===== src/design/pgpc_pkg.sv =====
// Shared constants, types and the modular addition helper of the palindromic grid path counter.
package pgpc_pkg;

    localparam int MAX_SIDE = 64;
    localparam int SIDE_W   = $clog2(MAX_SIDE);
    localparam int CELL_AW  = 2 * SIDE_W;
    localparam int PAIR_AW  = 2 * SIDE_W + 1;
    localparam int POS_W    = CELL_AW + 1;
    localparam int CHAR_W   = 8;
    localparam int CFG_W    = 7;
    localparam int CNT_W    = 30;

    localparam logic [CNT_W-1:0] PATH_MOD = CNT_W'(1000000007);

    // Control from the top level to the path counting sequencer.
    typedef struct packed {
        logic              start;
        logic              ack;
        logic [SIDE_W-1:0] last;
    } t_dp_req;

    // Status from the sequencer back to the top level.
    typedef struct packed {
        logic             done;
        logic [CNT_W-1:0] count;
    } t_dp_rsp;

    // Sum of two residues, reduced once.
    function automatic logic [CNT_W-1:0] mod_add(input logic [CNT_W-1:0] a,
                                                 input logic [CNT_W-1:0] b);
        logic [CNT_W:0] s;
        s = {1'b0, a} + {1'b0, b};
        if (s >= {1'b0, PATH_MOD}) begin
            s = s - {1'b0, PATH_MOD};
        end
        return s[CNT_W-1:0];
    endfunction

endpackage


===== src/design/pgpc_ctrl.sv =====
// Sequencer that runs the layer by layer pair count over the grid and layer memories.
module pgpc_ctrl (
    input  logic                          i_clk,
    input  logic                          i_rst_n,
    input  pgpc_pkg::t_dp_req             i_req,
    output pgpc_pkg::t_dp_rsp             o_rsp,
    output logic [pgpc_pkg::CELL_AW-1:0]  o_grid_raddr,
    input  logic [pgpc_pkg::CHAR_W-1:0]   i_grid_rdata,
    output logic                          o_pair_we,
    output logic [pgpc_pkg::PAIR_AW-1:0]  o_pair_waddr,
    output logic [pgpc_pkg::CNT_W-1:0]    o_pair_wdata,
    output logic [pgpc_pkg::PAIR_AW-1:0]  o_pair_raddr,
    input  logic [pgpc_pkg::CNT_W-1:0]    i_pair_rdata
);

    localparam logic [3:0] S_IDLE = 4'd0;
    localparam logic [3:0] S_PAIR = 4'd1;
    localparam logic [3:0] S_CH2  = 4'd2;
    localparam logic [3:0] S_CH3  = 4'd3;
    localparam logic [3:0] S_PRD  = 4'd4;
    localparam logic [3:0] S_PACC = 4'd5;
    localparam logic [3:0] S_WR   = 4'd6;
    localparam logic [3:0] S_NEXT = 4'd7;
    localparam logic [3:0] S_SRD  = 4'd8;
    localparam logic [3:0] S_SACC = 4'd9;
    localparam logic [3:0] S_DONE = 4'd10;

    localparam int SW = pgpc_pkg::SIDE_W;

    localparam logic signed [SW+2:0] S_ONE = (SW+3)'(1);

    logic [3:0]                 r_state, n_state;
    logic [SW-1:0]              r_nd, n_nd;
    logic [SW-1:0]              r_nr1, n_nr1;
    logic [SW-1:0]              r_nr2, n_nr2;
    logic [1:0]                 r_k, n_k;
    logic [pgpc_pkg::CNT_W-1:0] r_acc, n_acc;
    logic [pgpc_pkg::CHAR_W-1:0] r_cha, n_cha;

    logic signed [SW+2:0] s_last, s_nd, s_nr1, s_nr2, s_nc1, s_nc2;
    logic signed [SW+2:0] s_a, s_b, s_pr1, s_pc1, s_pr2, s_pc2;
    logic                 geo_ok, pred_ok, layer_end;
    logic [SW-1:0]        cell_r, cell_c;
    logic [SW:0]          side;
    logic [2*SW:0]        cell_lin;

    // Column coordinates of the pair on the layer under construction.
    assign s_last = $signed({3'b000, i_req.last});
    assign s_nd   = $signed({3'b000, r_nd});
    assign s_nr1  = $signed({3'b000, r_nr1});
    assign s_nr2  = $signed({3'b000, r_nr2});
    assign s_nc1  = s_nd - s_nr1;
    assign s_nc2  = (s_last <<< 1) - s_nd - s_nr2;

    assign geo_ok = (s_nc1 >= 0) && (s_nc1 <= s_last) && (s_nc2 >= 0)
                 && (s_nc2 <= s_last) && (s_nc1 <= s_nc2);

    // Predecessor pair on the previous layer for move code r_k.
    assign s_a   = $signed({{(SW+2){1'b0}}, r_k[1]});
    assign s_b   = $signed({{(SW+2){1'b0}}, r_k[0]});
    assign s_pr1 = s_nr1 - s_a;
    assign s_pc1 = s_nc1 - S_ONE + s_a;
    assign s_pr2 = s_nr2 + s_b;
    assign s_pc2 = s_nc2 + S_ONE - s_b;

    assign pred_ok = (s_pr1 >= 0) && (s_pc1 >= 0) && (s_pr2 <= s_last)
                  && (s_pc2 <= s_last) && (s_pc2 >= s_pc1);

    assign layer_end = (r_nd == '0) || ((r_nr1 == i_req.last) && (r_nr2 == i_req.last));

    // Raster address of the cell being fetched.
    always_comb begin
        if (r_state == S_CH2) begin
            cell_r = r_nr2;
            cell_c = s_nc2[SW-1:0];
        end else begin
            cell_r = r_nr1;
            cell_c = s_nc1[SW-1:0];
        end
    end

    assign side         = {1'b0, i_req.last} + 1'b1;
    assign cell_lin     = {{(SW+1){1'b0}}, cell_r} * {{SW{1'b0}}, side}
                        + {{(SW+1){1'b0}}, cell_c};
    assign o_grid_raddr = cell_lin[pgpc_pkg::CELL_AW-1:0];

    // Layer memory ports.
    assign o_pair_we    = (r_state == S_WR);
    assign o_pair_waddr = {r_nd[0], r_nr1, r_nr2};
    assign o_pair_wdata = r_acc;

    always_comb begin
        if (r_state == S_SRD) begin
            o_pair_raddr = {r_nd[0], r_nr1, r_nr1};
        end else begin
            o_pair_raddr = {~r_nd[0], s_pr1[SW-1:0], s_pr2[SW-1:0]};
        end
    end

    assign o_rsp.done  = (r_state == S_DONE);
    assign o_rsp.count = r_acc;

    // Next state of the sequencer.
    always_comb begin
        n_state = r_state;
        n_nd    = r_nd;
        n_nr1   = r_nr1;
        n_nr2   = r_nr2;
        n_k     = r_k;
        n_acc   = r_acc;
        n_cha   = r_cha;
        unique case (r_state)
            S_IDLE: begin
                if (i_req.start) begin
                    n_nd    = '0;
                    n_nr1   = '0;
                    n_nr2   = i_req.last;
                    n_state = S_PAIR;
                end
            end
            S_PAIR: begin
                n_state = geo_ok ? S_CH2 : S_NEXT;
            end
            S_CH2: begin
                n_cha   = i_grid_rdata;
                n_state = S_CH3;
            end
            S_CH3: begin
                n_k = '0;
                if (i_grid_rdata != r_cha) begin
                    n_acc   = '0;
                    n_state = S_WR;
                end else if (r_nd == '0) begin
                    n_acc   = pgpc_pkg::CNT_W'(1);
                    n_state = S_WR;
                end else begin
                    n_acc   = '0;
                    n_state = S_PRD;
                end
            end
            S_PRD: begin
                if (pred_ok) begin
                    n_state = S_PACC;
                end else if (r_k == 2'd3) begin
                    n_state = S_WR;
                end else begin
                    n_k = r_k + 2'd1;
                end
            end
            S_PACC: begin
                n_acc = pgpc_pkg::mod_add(r_acc, i_pair_rdata);
                if (r_k == 2'd3) begin
                    n_state = S_WR;
                end else begin
                    n_k     = r_k + 2'd1;
                    n_state = S_PRD;
                end
            end
            S_WR: begin
                n_state = S_NEXT;
            end
            S_NEXT: begin
                if (layer_end) begin
                    if (r_nd == i_req.last) begin
                        n_nr1   = '0;
                        n_acc   = '0;
                        n_state = S_SRD;
                    end else begin
                        n_nd    = r_nd + 1'b1;
                        n_nr1   = '0;
                        n_nr2   = '0;
                        n_state = S_PAIR;
                    end
                end else if (r_nr2 != i_req.last) begin
                    n_nr2   = r_nr2 + 1'b1;
                    n_state = S_PAIR;
                end else begin
                    n_nr1   = r_nr1 + 1'b1;
                    n_nr2   = r_nr1 + 1'b1;
                    n_state = S_PAIR;
                end
            end
            S_SRD: begin
                n_state = S_SACC;
            end
            S_SACC: begin
                n_acc = pgpc_pkg::mod_add(r_acc, i_pair_rdata);
                if (r_nr1 == i_req.last) begin
                    n_state = S_DONE;
                end else begin
                    n_nr1   = r_nr1 + 1'b1;
                    n_state = S_SRD;
                end
            end
            S_DONE: begin
                if (i_req.ack) begin
                    n_state = S_IDLE;
                end
            end
            default: begin
                n_state = S_IDLE;
            end
        endcase
    end

    // Control state.
    always_ff @(posedge i_clk) begin
        if (!i_rst_n) begin
            r_state <= S_IDLE;
        end else begin
            r_state <= n_state;
        end
    end

    // Loop indexes and data registers.
    always_ff @(posedge i_clk) begin
        r_nd  <= n_nd;
        r_nr1 <= n_nr1;
        r_nr2 <= n_nr2;
        r_k   <= n_k;
        r_acc <= n_acc;
        r_cha <= n_cha;
    end

endmodule


===== config.mk =====
export PLATFORM = sky130hd
export DESIGN_NAME = pgpc_ctrl
export DESIGN_NICKNAME = d
export VERILOG_FILES = /design/src/design/pgpc_pkg.sv /design/src/design/pgpc_ctrl.sv
export SDC_FILE = /design/constraint.sdc
export NUM_CORES = 1
export LEC_CHECK = 0
export BUFFER_PORTS_ARGS = -buffer_cell sky130_fd_sc_hd__buf_2
export CORE_UTILIZATION = 25
export DETAILED_ROUTE_END_ITERATION = 12
export GPL_TIMING_DRIVEN = 0
export HOLD_SLACK_MARGIN = 0.02
export PLACE_DENSITY = 0.53
export SLEW_MARGIN = 20
export SYNTH_ARGS = -nofsm -noshare
export SYNTH_HDL_FRONTEND = slang
export SYNTH_SLANG_ARGS = --single-unit

===== constraint.sdc =====
create_clock -name i_clk -period 9.4 [get_ports i_clk]
set_input_delay 0.47 -clock i_clk [delete_from_list [all_inputs] [get_ports i_clk]]
set_output_delay 0.47 -clock i_clk [all_outputs]
set_load 0.02 [all_outputs]

==> out/metrics.yaml <==
yosys:
  ys_ff_latch: 62
  yosysSeqAreaShare_pct: 17.9
  ys_warn_count: 0
  synth_edf_count: 58
  synth_area_um2: 10200
  synth.largest_area_cell: "ha_1"
  synthTopCellsByCount: "ha_1, nand2_1, nor2_1"
  synth_ff_type: "edfxtp_1"
  synthArstFlopShare_pct: 0
  synth_cell_types: 79
  syn_nets: 1471
  avgSynthCellArea_um2: 8.09
  synth.area.top_cells: "ha_1, edfxtp_1, xnor2_1"
  synth.most_common_cell: "ha_1"
  synth_top_area_share_pct: 17.2
  synth_cells: 1256
sta:
  min_period_ns: 7.22
  max_freq_mhz: 138
  slew_viol_final: 0
  hold_violations: 0
  period_share_pct: 76.8
  maxSlewHeadroom_pct: 37.6
  tightest_slew_ns: 0.924
  fin_tns_setup_ns: 0
  rsz0062_at_grt: "false"
  worst_clock_skew_ns: 0.00931
  setup_viol: 0
setup_path:
  critPathCaptureType: "output pin"
  r2r.worst_path.cells: 28
  reg2reg_setup_slack_ns: 2.77
  path_class: "reg2out"
  cp-start-kind: "flop"
  cp.required_ns: 8.93
  cp-startpoint: "r_state[2]"
  path_max_fanout: 17
  cp_data_arrival_time_ns: 6.75
  reg2reg_to: "r_k[1]"
  endpoint: "o_grid_raddr[11]"
  r2r_start: "r_nd[1]"
die:
  core_um2: 39900
  boundaryPins: 148
  die_h_um: 204
  fp.dieW_um: 204
  die_area_um2: 41500
  initial_core_util_pct: 25.5
  row_count: 73
detailed_routing:
  totalWireLength_um: 32600
  routedWlPerCell_um: 16.8
  ant_nets: 0
  drt_pass1_iterations: 7
  via_count: 9756
  drt-initial-drc-count: 686
  drc_errors: 0
  routed_via_density: 5.02
run_status:
  status: "finished, final reports clean"
clock_network:
  cts-root-buf: "clkbuf_16"
  htreeDepth: 3
  cts_inserted_buffers: 9
  cts_buffer_depth: 2
  path_clk_slew_ns: 0.06
  cts_tree: "built"
  postCtsHoldBufs: 0
  cts_resized: 0
  post_cts_buffers: 0
  clk_latency_ns: 0.35
  cts.sink_count: 62
global_routing:
  grt_max_degree: 19
  grt_pass1_wl_um: 51200
  first_global_vias: 9406
  track_usage_pct: 15.8
  gr-total-overflow: 0
  grt_antenna_before_repair: 0
hold_path:
  holdCritPathClass: "in2reg"
  hp-start: "i_grid_rdata[2]"
layout:
  layout-drive-gt1-share_pct: 15.7
  stdcell_count: 1943
  finish.net_count: 1629
  area_delta_synth_final_pct: 17.3
  diodes: 0
placed_design:
  placed_cells: 1928
  io_buffers: 146
  hpwl_um: 26900
  gp_congestion: 0.927
flow_run:
  cap_violations: 0
final cells by class:
cell class              count  area (µm²)
flip-flops and latches     62        1820
multi-input cells        1020        7550
fillers                  4270       28000
clock buffers              10         229
well taps                 525         657
inverters                  93         349
clock inverters             5        98.8
plain buffers              81         459
repair buffers            147         758
metrics by stage:
| step | instance area, µm² | setup WS [ns] | hold WS (ns) | utilization, % |
|---|---|---|---|---|
| after floorplan | 10200 | 3.46 | 0.569 | - |
| after global placement | 11600 | 2.22 | 0.674 | 28.9 |
| after detailed placement | 11600 | 2.23 | 0.678 | 29.1 |
| after CTS | 11900 | 2.09 | 0.316 | 29.9 |
| after global routing | 11900 | 1.68 | 0.314 | 29.9 |
| final | 11900 | 2.18 | 0.328 | 29.9 |
cell usage in the layout, fill, tap and decap left out, drive strengths merged, types with 11 or more instances in the layout:
cell type and count:
nand4 16, or3 18, xnor2 63, nor2b 23
edfxtp 58, clkbuf 49, a21oi 84, ha 140
nor2 98, nand2 103, o31ai 12, fa 27
and3 13, xor2 44, a211oi 11, nand2b 16
o21a 17, o21bai 11, inv 92, nor3 33
buf 189, nand3 35, and2 23, o21ai 76
a21o 38, nor4 15
cell families (layout without fill, tap and decap cells):
family / after synthesis / count (layout) / synth area share (%)
AND/OR/NAND/NOR: 418 / 418 / 20.7
adder cells (fa/ha/maj): 168 / 168 / 22.6
flip-flops: 62 / 62 / 17.9
AO/OA/AOI/OAI: 320 / 320 / 20.8
multiplexers: 6 / 6 / 0.591
buffers and inverters: 174 / 336 / 7.95
XOR/XNOR: 108 / 108 / 9.44
per-layer routing:
metal	wire length [µm]	GRT usage, %	vias up	part of all wire [%]
met3	1670	1.74	40	5.1
met4	545	4.19	0	1.7
met5	0	0	-	0
met2	15900	27.7	332	49
li1	-	-	4793	-
met1	14500	20.2	4591	44
worst min path at each step:
stage | cells past startpoint | end
final | 1 | r_cha[2]
after global routing | 1 | r_cha[2]
after global placement | 1 | r_cha[3]
after detailed placement | 1 | r_cha[2]
after CTS | 1 | r_cha[2]
after floorplan | 0 | r_cha[0]
state kept, by name, indices dropped and copies added (netlist names):
| signal | cells |
|---|---|
| r_nr1 | 6 |
| r_k | 2 |
| r_nr2 | 6 |
| r_nd | 6 |
| r_cha | 8 |
| o_pair_wdata | 30 |
| r_state | 4 |
worst max-delay path, cell delays in order, from the launching register on:
cell,delay (ns)
dfxtp_1,0.29
clkbuf_1,0.19
nand3b_1,0.45
inv_1,0.23
clkbuf_1,0.31
clkbuf_1,0.72
a21o_1,0.29
nand2_1,0.09
fa_1,0.52
fa_1,0.54
fa_1,0.52
fa_1,0.55
inv_1,0.04
ha_1,0.32
inv_1,0.07
o21bai_1,0.07
a21oi_1,0.23
nor2b_1,0.07
o21a_1,0.17
nor2_1,0.14
o21bai_1,0.09
a21oi_1,0.17
xnor2_1,0.14
buf_2,0.19
Power is left out: the tool's default activity adds up to more than one toggle a clock period on the data nets, which glitch-free logic cannot reach.
